--- src/hdl/modifier_key_chord_remapper_top_defines.svh ---
// Assertion macros for the modifier key chord remapper.
// Included by the RTL files that carry concurrent assertions; no other dependencies.
`ifndef MODIFIER_KEY_CHORD_REMAPPER_TOP_DEFINES_SVH
`define MODIFIER_KEY_CHORD_REMAPPER_TOP_DEFINES_SVH

`ifndef SYNTHESIS
`define MKCR_ASSERT_IMP(label, clk, rst_n, ante, cons) \
    label: assert property (@(posedge clk) disable iff (!rst_n) (ante) |-> (cons)) \
        else $error("mkcr assertion failed");
`define MKCR_ASSERT_NXT(label, clk, rst_n, ante, cons) \
    label: assert property (@(posedge clk) disable iff (!rst_n) (ante) |=> (cons)) \
        else $error("mkcr assertion failed");
`else
`define MKCR_ASSERT_IMP(label, clk, rst_n, ante, cons)
`define MKCR_ASSERT_NXT(label, clk, rst_n, ante, cons)
`endif

`endif

--- src/hdl/mkcr_pkg.sv ---
// Shared types, event codes and helper functions for the modifier key chord remapper.
// No dependencies; used by the controller, the datapath and the top level.
package mkcr_pkg;

    localparam logic [15:0] T_SYN    = 16'd0;
    localparam logic [15:0] T_KEY    = 16'd1;
    localparam logic [15:0] T_MSC    = 16'd4;
    localparam logic [15:0] C_SCAN   = 16'd4;
    localparam logic [15:0] K_LMETA  = 16'd125;
    localparam logic [15:0] K_RMETA  = 16'd126;
    localparam logic [15:0] K_X      = 16'd45;
    localparam logic [15:0] K_C      = 16'd46;
    localparam logic [15:0] K_V      = 16'd47;
    localparam logic [15:0] K_DEL    = 16'd111;
    localparam logic [15:0] K_INS    = 16'd110;
    localparam logic [7:0]  B_LCTRL  = 8'h02;
    localparam logic [7:0]  B_LMETA  = 8'h04;
    localparam logic [7:0]  B_LSHIFT = 8'h08;
    localparam logic [7:0]  B_RMETA  = 8'h40;
    localparam logic [31:0] V_UP     = 32'd0;
    localparam logic [31:0] V_DOWN   = 32'd1;
    localparam logic [31:0] V_REP    = 32'd2;

    // Key code of each modifier bit, lowest bit first.
    localparam logic [15:0] BIT_KEY [8] = '{
        16'd56, 16'd29, 16'd125, 16'd42, 16'd100, 16'd97, 16'd126, 16'd54
    };

    typedef enum logic [2:0] {
        WANT_HOLD,
        WANT_SEEN_BIT,
        WANT_SEEN,
        WANT_CHORD,
        WANT_SAVED
    } t_want_sel;

    typedef enum logic [2:0] {
        EMIT_NONE,
        EMIT_PASS,
        EMIT_MOD,
        EMIT_SYNC,
        EMIT_CHORD_DN,
        EMIT_CHORD_UP
    } t_emit_sel;

    typedef struct packed {
        logic      load;
        t_want_sel want_sel;
        logic      save_sent;
        logic      set_chord;
        logic      clr_chord;
        t_emit_sel emit;
        logic      last;
        logic      apply_mod;
        logic      apply_final;
    } t_cmd;

    typedef struct packed {
        logic slot_free;
        logic is_key;
        logic is_scan;
        logic is_meta;
        logic is_xcv;
        logic is_mod;
        logic meta_held;
        logic val_down;
        logic val_up;
        logic val_rep;
        logic meta_force;
        logic ord_force;
        logic sent_has_bit;
        logic diff_nz;
        logic diff_rest_nz;
    } t_status;

    function automatic logic [7:0] mod_bit(input logic [15:0] code);
        logic [7:0] b;
        b = 8'h00;
        for (int i = 0; i < 8; i++) begin
            if (BIT_KEY[i] == code) begin
                b[i] = 1'b1;
            end
        end
        return b;
    endfunction

    function automatic logic [7:0] track_mods(input logic [7:0] mods, input logic [7:0] b,
                                              input logic [31:0] v);
        logic [7:0] r;
        r = mods;
        if (b != 8'h00) begin
            if (v == V_UP) begin
                r = mods & ~b;
            end else if (v == V_DOWN) begin
                r = mods | b;
            end
        end
        return r;
    endfunction

    function automatic logic [2:0] low_index(input logic [7:0] d);
        logic [2:0] idx;
        idx = 3'd0;
        for (int i = 7; i >= 0; i--) begin
            if (d[i]) begin
                idx = 3'(i);
            end
        end
        return idx;
    endfunction

endpackage

--- src/hdl/mkcr_datapath.sv ---
// Datapath of the modifier key chord remapper: event latch, modifier sets and output register.
// Depends on mkcr_pkg and on the assertion macros in modifier_key_chord_remapper_top_defines.svh.
`include "modifier_key_chord_remapper_top_defines.svh"

module mkcr_datapath
    import mkcr_pkg::*;
(
    input  logic               i_clk,
    input  logic               i_rst_n,
    input  logic [15:0]        i_ev_type,
    input  logic [15:0]        i_ev_code,
    input  logic signed [31:0] i_ev_value,
    input  logic               i_out_ready,
    input  t_cmd               i_cmd,
    output t_status            o_status,
    output logic               o_out_valid,
    output logic [15:0]        o_out_type,
    output logic [15:0]        o_out_code,
    output logic signed [31:0] o_out_value,
    output logic               o_last_of_run
);

    logic [15:0] r_type;
    logic [15:0] r_code;
    logic [31:0] r_value;
    logic [7:0]  r_seen, n_seen;
    logic [7:0]  r_sent, n_sent;
    logic        r_chord, n_chord;
    logic [7:0]  r_want, n_want;
    logic [7:0]  r_saved;
    logic        r_out_valid;
    logic [15:0] r_out_type, n_out_type;
    logic [15:0] r_out_code, n_out_code;
    logic [31:0] r_out_value, n_out_value;
    logic        r_out_last;

    logic [7:0]  w_bit;
    logic [7:0]  w_diff;
    logic [7:0]  w_low;
    logic [2:0]  w_idx;
    logic [15:0] w_chord_key;
    logic [7:0]  w_chord_mods;

    assign w_bit        = mod_bit(r_code);
    assign w_diff       = r_sent ^ r_want;
    assign w_low        = w_diff & (~w_diff + 8'd1);
    assign w_idx        = low_index(w_diff);
    assign w_chord_key  = (r_code == K_X) ? K_DEL : K_INS;
    assign w_chord_mods = (r_code == K_C) ? B_LCTRL : B_LSHIFT;

    always_comb begin
        o_status.slot_free    = !r_out_valid || i_out_ready;
        o_status.is_key       = (r_type == T_KEY);
        o_status.is_scan      = (r_type == T_MSC) && (r_code == C_SCAN);
        o_status.is_meta      = (r_code == K_LMETA) || (r_code == K_RMETA);
        o_status.is_xcv       = (r_code == K_X) || (r_code == K_C) || (r_code == K_V);
        o_status.is_mod       = (w_bit != 8'h00);
        o_status.meta_held    = ((r_seen & (B_LMETA | B_RMETA)) != 8'h00);
        o_status.val_down     = (r_value == V_DOWN);
        o_status.val_up       = (r_value == V_UP);
        o_status.val_rep      = (r_value == V_REP);
        o_status.meta_force   = !r_chord && ((r_seen | w_bit) != r_sent);
        o_status.ord_force    = (r_seen != r_sent);
        o_status.sent_has_bit = ((r_sent & w_bit) != 8'h00);
        o_status.diff_nz      = (w_diff != 8'h00);
        o_status.diff_rest_nz = ((w_diff & ~w_low) != 8'h00);
    end

    always_comb begin
        n_seen  = r_seen;
        n_sent  = r_sent;
        n_chord = r_chord;
        n_want  = r_want;
        if (i_cmd.load && (i_ev_type == T_KEY)) begin
            n_seen = track_mods(r_seen, mod_bit(i_ev_code), i_ev_value);
        end
        if (i_cmd.apply_mod) begin
            n_sent = r_sent ^ w_low;
        end else if (i_cmd.apply_final && (r_type == T_KEY)) begin
            n_sent = track_mods(r_sent, w_bit, r_value);
        end
        if (i_cmd.set_chord) begin
            n_chord = 1'b1;
        end else if (i_cmd.clr_chord) begin
            n_chord = 1'b0;
        end
        unique case (i_cmd.want_sel)
            WANT_HOLD:     n_want = r_want;
            WANT_SEEN_BIT: n_want = r_seen | w_bit;
            WANT_SEEN:     n_want = r_seen;
            WANT_CHORD:    n_want = w_chord_mods;
            WANT_SAVED:    n_want = r_saved;
            default:       n_want = r_want;
        endcase
    end

    always_comb begin
        n_out_type  = T_SYN;
        n_out_code  = 16'd0;
        n_out_value = 32'd0;
        unique case (i_cmd.emit)
            EMIT_PASS: begin
                n_out_type  = r_type;
                n_out_code  = r_code;
                n_out_value = r_value;
            end
            EMIT_MOD: begin
                n_out_type  = T_KEY;
                n_out_code  = BIT_KEY[w_idx];
                n_out_value = r_want[w_idx] ? V_DOWN : V_UP;
            end
            EMIT_CHORD_DN: begin
                n_out_type  = T_KEY;
                n_out_code  = w_chord_key;
                n_out_value = V_DOWN;
            end
            EMIT_CHORD_UP: begin
                n_out_type  = T_KEY;
                n_out_code  = w_chord_key;
                n_out_value = V_UP;
            end
            EMIT_NONE, EMIT_SYNC: begin
                n_out_type  = T_SYN;
                n_out_code  = 16'd0;
                n_out_value = 32'd0;
            end
            default: begin
                n_out_type  = T_SYN;
                n_out_code  = 16'd0;
                n_out_value = 32'd0;
            end
        endcase
    end

    always_ff @(posedge i_clk) begin
        if (!i_rst_n) begin
            r_seen      <= 8'h00;
            r_sent      <= 8'h00;
            r_chord     <= 1'b0;
            r_out_valid <= 1'b0;
        end else begin
            r_seen  <= n_seen;
            r_sent  <= n_sent;
            r_chord <= n_chord;
            if (i_cmd.emit != EMIT_NONE) begin
                r_out_valid <= 1'b1;
            end else if (i_out_ready) begin
                r_out_valid <= 1'b0;
            end
        end
    end

    always_ff @(posedge i_clk) begin
        r_want <= n_want;
        if (i_cmd.load) begin
            r_type  <= i_ev_type;
            r_code  <= i_ev_code;
            r_value <= i_ev_value;
        end
        if (i_cmd.save_sent) begin
            r_saved <= r_sent;
        end
        if (i_cmd.emit != EMIT_NONE) begin
            r_out_type  <= n_out_type;
            r_out_code  <= n_out_code;
            r_out_value <= n_out_value;
            r_out_last  <= i_cmd.last;
        end
    end

    assign o_out_valid   = r_out_valid;
    assign o_out_type    = r_out_type;
    assign o_out_code    = r_out_code;
    assign o_out_value   = r_out_value;
    assign o_last_of_run = r_out_last;

    `MKCR_ASSERT_IMP(a_emit_needs_slot, i_clk, i_rst_n, i_cmd.emit != EMIT_NONE, !r_out_valid || i_out_ready)
    `MKCR_ASSERT_IMP(a_mod_step_has_diff, i_clk, i_rst_n, i_cmd.emit == EMIT_MOD, w_diff != 8'h00)
    `MKCR_ASSERT_IMP(a_chord_flag_set, i_clk, i_rst_n, i_cmd.emit == EMIT_CHORD_DN, r_chord)
    `MKCR_ASSERT_NXT(a_mod_step_clears_bit, i_clk, i_rst_n, i_cmd.apply_mod && (i_cmd.want_sel == WANT_HOLD), $countones(w_diff) == $countones($past(w_diff)) - 1)

endmodule

--- src/hdl/mkcr_ctrl.sv ---
// Controller state machine of the modifier key chord remapper.
// Depends on mkcr_pkg; drives the datapath through t_cmd and reads t_status.
module mkcr_ctrl
    import mkcr_pkg::*;
(
    input  logic    i_clk,
    input  logic    i_rst_n,
    input  logic    i_in_valid,
    output logic    o_in_ready,
    input  t_status i_status,
    output t_cmd    o_cmd
);

    typedef enum logic [3:0] {
        ST_IDLE,
        ST_DECIDE,
        ST_FORCE_KEY,
        ST_FORCE_SYN,
        ST_CHORD_DN,
        ST_CHORD_SYN1,
        ST_CHORD_UP,
        ST_CHORD_SYN2,
        ST_FINAL
    } t_state;

    typedef enum logic [1:0] {
        MODE_FINAL,
        MODE_CHORD,
        MODE_RESTORE
    } t_mode;

    t_state r_state, n_state;
    t_mode  r_mode, n_mode;

    always_comb begin
        n_state = r_state;
        n_mode  = r_mode;
        o_cmd   = '{load: 1'b0, want_sel: WANT_HOLD, save_sent: 1'b0, set_chord: 1'b0,
                    clr_chord: 1'b0, emit: EMIT_NONE, last: 1'b0, apply_mod: 1'b0,
                    apply_final: 1'b0};
        unique case (r_state)
            ST_IDLE: begin
                if (i_in_valid) begin
                    o_cmd.load = 1'b1;
                    n_state    = ST_DECIDE;
                end
            end
            ST_DECIDE: begin
                if (!i_status.is_key) begin
                    n_state = i_status.is_scan ? ST_IDLE : ST_FINAL;
                end else if (i_status.is_meta) begin
                    if (i_status.val_down) begin
                        o_cmd.clr_chord = 1'b1;
                        n_state         = ST_IDLE;
                    end else if (i_status.val_up && i_status.meta_force) begin
                        o_cmd.want_sel = WANT_SEEN_BIT;
                        n_mode         = MODE_FINAL;
                        n_state        = ST_FORCE_KEY;
                    end else if (i_status.val_up || i_status.val_rep) begin
                        n_state = i_status.sent_has_bit ? ST_FINAL : ST_IDLE;
                    end else begin
                        n_state = ST_FINAL;
                    end
                end else if (i_status.is_xcv) begin
                    if (!i_status.meta_held) begin
                        n_state = ST_FINAL;
                    end else if (i_status.val_down) begin
                        o_cmd.save_sent = 1'b1;
                        o_cmd.set_chord = 1'b1;
                        o_cmd.want_sel  = WANT_CHORD;
                        n_mode          = MODE_CHORD;
                        n_state         = ST_FORCE_KEY;
                    end else begin
                        n_state = ST_IDLE;
                    end
                end else if (!i_status.is_mod && i_status.ord_force) begin
                    o_cmd.want_sel = WANT_SEEN;
                    n_mode         = MODE_FINAL;
                    n_state        = ST_FORCE_KEY;
                end else begin
                    n_state = ST_FINAL;
                end
            end
            ST_FORCE_KEY: begin
                if (!i_status.diff_nz) begin
                    unique case (r_mode)
                        MODE_CHORD:   n_state = ST_CHORD_DN;
                        MODE_FINAL:   n_state = ST_FINAL;
                        MODE_RESTORE: n_state = ST_IDLE;
                        default:      n_state = ST_IDLE;
                    endcase
                end else if (i_status.slot_free) begin
                    o_cmd.emit = EMIT_MOD;
                    n_state    = ST_FORCE_SYN;
                end
            end
            ST_FORCE_SYN: begin
                if (i_status.slot_free) begin
                    o_cmd.emit      = EMIT_SYNC;
                    o_cmd.apply_mod = 1'b1;
                    o_cmd.last      = (r_mode == MODE_RESTORE) && !i_status.diff_rest_nz;
                    if (i_status.diff_rest_nz) begin
                        n_state = ST_FORCE_KEY;
                    end else begin
                        unique case (r_mode)
                            MODE_CHORD:   n_state = ST_CHORD_DN;
                            MODE_FINAL:   n_state = ST_FINAL;
                            MODE_RESTORE: n_state = ST_IDLE;
                            default:      n_state = ST_IDLE;
                        endcase
                    end
                end
            end
            ST_CHORD_DN: begin
                if (i_status.slot_free) begin
                    o_cmd.emit     = EMIT_CHORD_DN;
                    o_cmd.want_sel = WANT_SAVED;
                    n_state        = ST_CHORD_SYN1;
                end
            end
            ST_CHORD_SYN1: begin
                if (i_status.slot_free) begin
                    o_cmd.emit = EMIT_SYNC;
                    n_state    = ST_CHORD_UP;
                end
            end
            ST_CHORD_UP: begin
                if (i_status.slot_free) begin
                    o_cmd.emit = EMIT_CHORD_UP;
                    n_state    = ST_CHORD_SYN2;
                end
            end
            ST_CHORD_SYN2: begin
                if (i_status.slot_free) begin
                    o_cmd.emit = EMIT_SYNC;
                    o_cmd.last = !i_status.diff_nz;
                    n_mode     = MODE_RESTORE;
                    n_state    = i_status.diff_nz ? ST_FORCE_KEY : ST_IDLE;
                end
            end
            ST_FINAL: begin
                if (i_status.slot_free) begin
                    o_cmd.emit        = EMIT_PASS;
                    o_cmd.last        = 1'b1;
                    o_cmd.apply_final = 1'b1;
                    n_state           = ST_IDLE;
                end
            end
            default: begin
                n_state = ST_IDLE;
            end
        endcase
    end

    always_ff @(posedge i_clk) begin
        if (!i_rst_n) begin
            r_state <= ST_IDLE;
            r_mode  <= MODE_FINAL;
        end else begin
            r_state <= n_state;
            r_mode  <= n_mode;
        end
    end

    assign o_in_ready = (r_state == ST_IDLE);

endmodule

--- src/hdl/modifier_key_chord_remapper_top.sv ---
// Top level of the modifier key chord remapper: controller plus datapath.
// Depends on mkcr_pkg, mkcr_ctrl and mkcr_datapath.

// One input event is taken at a time. After acceptance the controller classifies it in
// ST_DECIDE, then sends one result beat per cycle while the output side is ready. The
// number of beats for a key that first brings the sent modifiers in line, or for a meta
// chord, is set by the number of modifier changes the sequencer must emit, one key beat
// and one sync beat per changed bit. The result register lets the last beat wait while
// the next event is taken.
module modifier_key_chord_remapper_top
    import mkcr_pkg::*;
(
    input  logic               i_clk,
    input  logic               i_rst_n,
    input  logic               i_in_valid,
    output logic               o_in_ready,
    input  logic [15:0]        i_ev_type,
    input  logic [15:0]        i_ev_code,
    input  logic signed [31:0] i_ev_value,
    output logic               o_out_valid,
    input  logic               i_out_ready,
    output logic [15:0]        o_out_type,
    output logic [15:0]        o_out_code,
    output logic signed [31:0] o_out_value,
    output logic               o_last_of_run
);

    t_cmd    w_cmd;
    t_status w_status;

    mkcr_ctrl u_ctrl (
        .i_clk      (i_clk),
        .i_rst_n    (i_rst_n),
        .i_in_valid (i_in_valid),
        .o_in_ready (o_in_ready),
        .i_status   (w_status),
        .o_cmd      (w_cmd)
    );

    mkcr_datapath u_datapath (
        .i_clk         (i_clk),
        .i_rst_n       (i_rst_n),
        .i_ev_type     (i_ev_type),
        .i_ev_code     (i_ev_code),
        .i_ev_value    (i_ev_value),
        .i_out_ready   (i_out_ready),
        .i_cmd         (w_cmd),
        .o_status      (w_status),
        .o_out_valid   (o_out_valid),
        .o_out_type    (o_out_type),
        .o_out_code    (o_out_code),
        .o_out_value   (o_out_value),
        .o_last_of_run (o_last_of_run)
    );

endmodule

--- config.mk ---
export PLATFORM = sky130hd
export DESIGN_NAME = modifier_key_chord_remapper_top
export DESIGN_NICKNAME = d
export VERILOG_FILES = /design/src/hdl/mkcr_pkg.sv /design/src/hdl/mkcr_datapath.sv /design/src/hdl/mkcr_ctrl.sv /design/src/hdl/modifier_key_chord_remapper_top.sv
export VERILOG_INCLUDE_DIRS = /design/src /design/src/hdl
export SDC_FILE = /design/constraint.sdc
export NUM_CORES = 1
export LEC_CHECK = 0
export ABC_CLOCK_PERIOD_IN_PS = 5100
export BUFFER_PORTS_ARGS = -buffer_cell sky130_fd_sc_hd__buf_4
export CORE_ASPECT_RATIO = 1.75
export CORE_MARGIN = 8
export CORE_UTILIZATION = 30
export CTS_CLUSTER_SIZE = 25
export DETAILED_ROUTE_END_ITERATION = 10
export SLEW_MARGIN = 10
export SYNTH_ARGS = -nofsm -noshare
export SYNTH_HDL_FRONTEND = slang
export SYNTH_SLANG_ARGS = --single-unit
--- constraint.sdc ---
create_clock -name i_clk -period 5.1 [get_ports i_clk]
set_input_delay 1.02 -clock i_clk [delete_from_list [all_inputs] [get_ports i_clk]]
set_output_delay 1.02 -clock i_clk [all_outputs]
set_load 0.005 [all_outputs]
==> metrics.md <==
| Metric | Value |
|---|---|
| First-pass GRT wire length | `34.9 mm` |
| Max VDD drop | `0.202 mV` |
| Tcrit/Tclk final | `67.0%` |
| CTS Hold Bufs | `0` |
| Clk_lat worst skew | `440 ps` |
| Resized cells post-CTS | `0` |
| Cell variety after synth | `71` |
| Layout Cells excl Fill | `1,149` |
| Vias per cell | `5.31` |
| Hold depth | `2` |
| Async set-or-reset flop fraction in the synthesized netlist | `0%` |
| Worst Setup End Kind | `flop` |
| Gpl congestion | `0.888` |
| H-tree levels | `4` |
| GRT Total Usage | `14.1%` |
| Max Slew Vio Count | `0` |
| PortBufs | `134` |
| DR WL/cell | `20.3 um` |
| Vias in the first global route | `6,207` |
| Final setup TNS | `0 ps` |
| Largest net degree at the start of global routing | `69` |
| Die X | `140 um` |
| Post-route cell area | `9980 um^2` |
| CTS Root Cell | `clkbuf_16` |
| Primary FF master, synth | `edfxtp_1` |
| Total length of routed wires | `23.3 mm` |
| Placed insts | `1,117` |
| Synth area leader | `edfxtp_1` |
| Clock sink count | `169` |
| Fmax | `0.293 GHz` |
| CP cell instances | `nor4_2 -> nand2_1 -> nor4_1 -> o2111ai_1 -> or4_1 -> o211ai_1 -> a31oi_1` |
| PwrDens | `326 nW/um^2` |
| Mapped cell area | `8100 um^2` |
| Final HPWL DP | `18.0 mm` |
| RSZ-0062 raised after global routing | `no` |
| Hold path endpoint | `u_datapath.r_chord` |
| Initial antenna violation count | `0` |
| Clock Skew | `7.54 ps` |
| Total grt overflow | `0` |
| DR vias | `6,100` |
| Slowest stage delay, CP | `860 ps` |
| Ports | `135` |
| Synth cell count leaders | `edfxtp_1 (145), and2_1 (57), nor2_1 (49), nand2_1 (38), a21oi_1 (33)` |
| FILL cells | `2,574` |
| Die Ht | `233 um` |
| Hold Crit Class | `flop to flop` |
| Hold_sp | `u_datapath.r_chord` |
| Crit path max fanout | `7` |
| Max Cap Violations | `0` |
| Internal | `0.00246 W` |
| Endpoints failing hold | `0` |
| Core ar. | `26,600 um^2` |
| Post-CTS Setup Inserts | `0` |
| Yosys warning count | `0` |
| Cts bufs inserted | `17` |
| EDFF count, synth | `145` |
| Final core occ | `37.5%` |
| R2R cell count | `7` |
| Num rows | `79` |
| Initial DRC count | `436` |
| Crit Path Class | `flop to flop` |
| Min Tclk post-route | `3420 ps` |
| Total Power | `0.00325 W` |
| Pleak | `3.60 nW` |
| DRC | `0` |
| Clk buf depth | `2` |
| Area Growth Syn to Fin | `23.2%` |
| WP buf/inv | `0` |
| Clock-pin slew on the worst setup and hold paths | `60 ps` |
| Worst endpoint required time | `5380 ps` |
| Share of layout cells above drive strength 1 | `23.4%` |
| Clock share of power | `38.7%` |
| Rel. slew slack | `31.8%` |
| Post-Syn Nets | `764` |
| Starting Density | `30.5%` |
| Total net switching power | `0.000790 W` |
| CP delay by family, top | `simple AND/OR/NAND/NOR gates` |
| Die area | `32,700 um^2` |
| Worst EP arrival | `3700 ps` |
| Mapped Cells | `691` |
| Sequential-to-total area share from yosys stat | `59.7%` |
| Startpoint types | `flop` |
| #FFs+latches synth | `169` |
| Synth top area cells | `edfxtp_1 (54%), dfxtp_1 (5.9%), and2_1 (4.4%), nor4_1 (2.5%), nor2_1 (2.3%)` |
| Most instantiated library cell after synthesis | `edfxtp_1` |
| Router iterations before antenna repair | `4` |
| Internal reg-to-reg setup slack | `1680 ps` |
| Pin slew with the least headroom to its limit | `1020 ps` |
| Share of the synthesized area in the top cell type | `53.7%` |
| Final nets | `885` |
| Flop pwr share | `52.3%` |
| Worst r2r src | `u_datapath.r_code[9]` |
| Antenna cell count | `0` |
| CP max-delay cell | `nor4_1` |
| Sw frac | `24.3%` |
| Post-route ant nets | `0` |
| Placement Cell Area | `9410 um^2` |
| CTS tree | `done` |
| Combinational Power Share | `9.0%` |
| Average size of a mapped cell | `11.7 um^2` |
| Status | `complete, no violations` |
| Final setup fails | `0` |
==> power by group through the flow <==
stage / logic (W) / clock network, W / registers (W)
after CTS: 0.000300 / 0.00128 / 0.00170
after global routing: 0.000320 / 0.00134 / 0.00171
final: 0.000294 / 0.00126 / 0.00170
after global placement: 0.000296 / 0 / 0.00173
after floorplan: 0.000159 / 0 / 0.00170
after detailed placement: 0.000299 / 0 / 0.00173
==> worst register-to-register path, delay by kind of cell, from the launching register on <==
family          cells  cell delay (ps)
compound gates      3              490
flops               1              420
simple gates        4             2350
==> flip-flops by register name (all words and copies together), names as in the netlist, 2 cells and up, named ones only <==
| name | count |
|---|---|
| u_datapath.r_want | 8 |
| u_datapath.o_out_value | 32 |
| u_datapath.o_out_type | 16 |
| u_datapath.r_type | 16 |
| u_ctrl.r_state | 4 |
| u_ctrl.r_mode | 2 |
| u_datapath.r_code | 16 |
| u_datapath.o_out_code | 16 |
| u_datapath.r_value | 32 |
| u_datapath.r_saved | 8 |
==> cells by family (layout without fill, tap and decap cells) <==
| group | Yosys count | in the layout | share of synthesized area, % |
|---|---|---|---|
| AND/OR/NAND/NOR | 308 | 308 | 23.2 |
| flip-flops | 169 | 169 | 59.7 |
| AO/OA/AOI/OAI | 123 | 123 | 9.62 |
| buffers and inverters | 52 | 186 | 2.53 |
| XOR/XNOR | 24 | 24 | 2.59 |
| multiplexers | 10 | 10 | 1.56 |
| adder cells (fa/ha/maj) | 5 | 5 | 0.772 |
==> routing by layer <==
| metal | share of wire [%] | track usage [%] | vias up |
|---|---|---|---|
| met5 | 0 | 0 | - |
| met4 | 3.9 | 8.15 | 0 |
| met3 | 4.6 | 3.43 | 48 |
| met2 | 58 | 28.2 | 176 |
| met1 | 34 | 12.3 | 3013 |
| li1 | - | - | 2863 |
==> per-stage QoR <==
step | setup slack, ps | hold slack, ps
2_1_floorplan | 432 | 406
3_3_place_gp | 1360 | 497
3_5_place_dp | 1220 | 504
4_1_cts | 1670 | 514
5_1_grt | 1500 | 541
6_report | 1680 | 520
==> layout make-up <==
type	instances	area, um^2	share of cell area, %
Timing Repair Buffer	137	1030	10.3
Inverter	17	68.8	0.690
Multi-Input combinational cell	470	3070	30.8
Clock buffer	20	458	4.59
Clock inverter	12	113	1.13
Tap cell	324	405	4.06
Sequential cell	169	4830	48.4
==> layout by cell type (no fill, tap or decap), drive strengths merged, types with 7 or more instances in the layout <==
cell type and n:
edfxtp 145, buf 137, and2 57, nor2 49, nor4 39, nand2 38
o21ai 34, a21oi 33, dfxtp 24, inv 21, clkbuf 20, nand4 18
nor3 17, xor2 15, nand3 15, nor2b 11, xnor2 9, nor4b 9
nand2b 8, a31oi 8, mux2i 7, or3 7, and3 7
==> worst max path at each step <==
stage / startpoint / endpoint / slack (ps) / depth (start not counted)
floorplan: flop / u_datapath.o_last_of_run / 430 / 8
global placement: i_ev_type[9] / flop / 1360 / 9
finish: u_datapath.r_code[9] / flop / 1680 / 7
detailed placement: i_ev_type[9] / flop / 1220 / 9
global route: i_ev_type[9] / flop / 1500 / 9
CTS: i_ev_type[9] / flop / 1670 / 9
(Power assumes the default switching activity.)
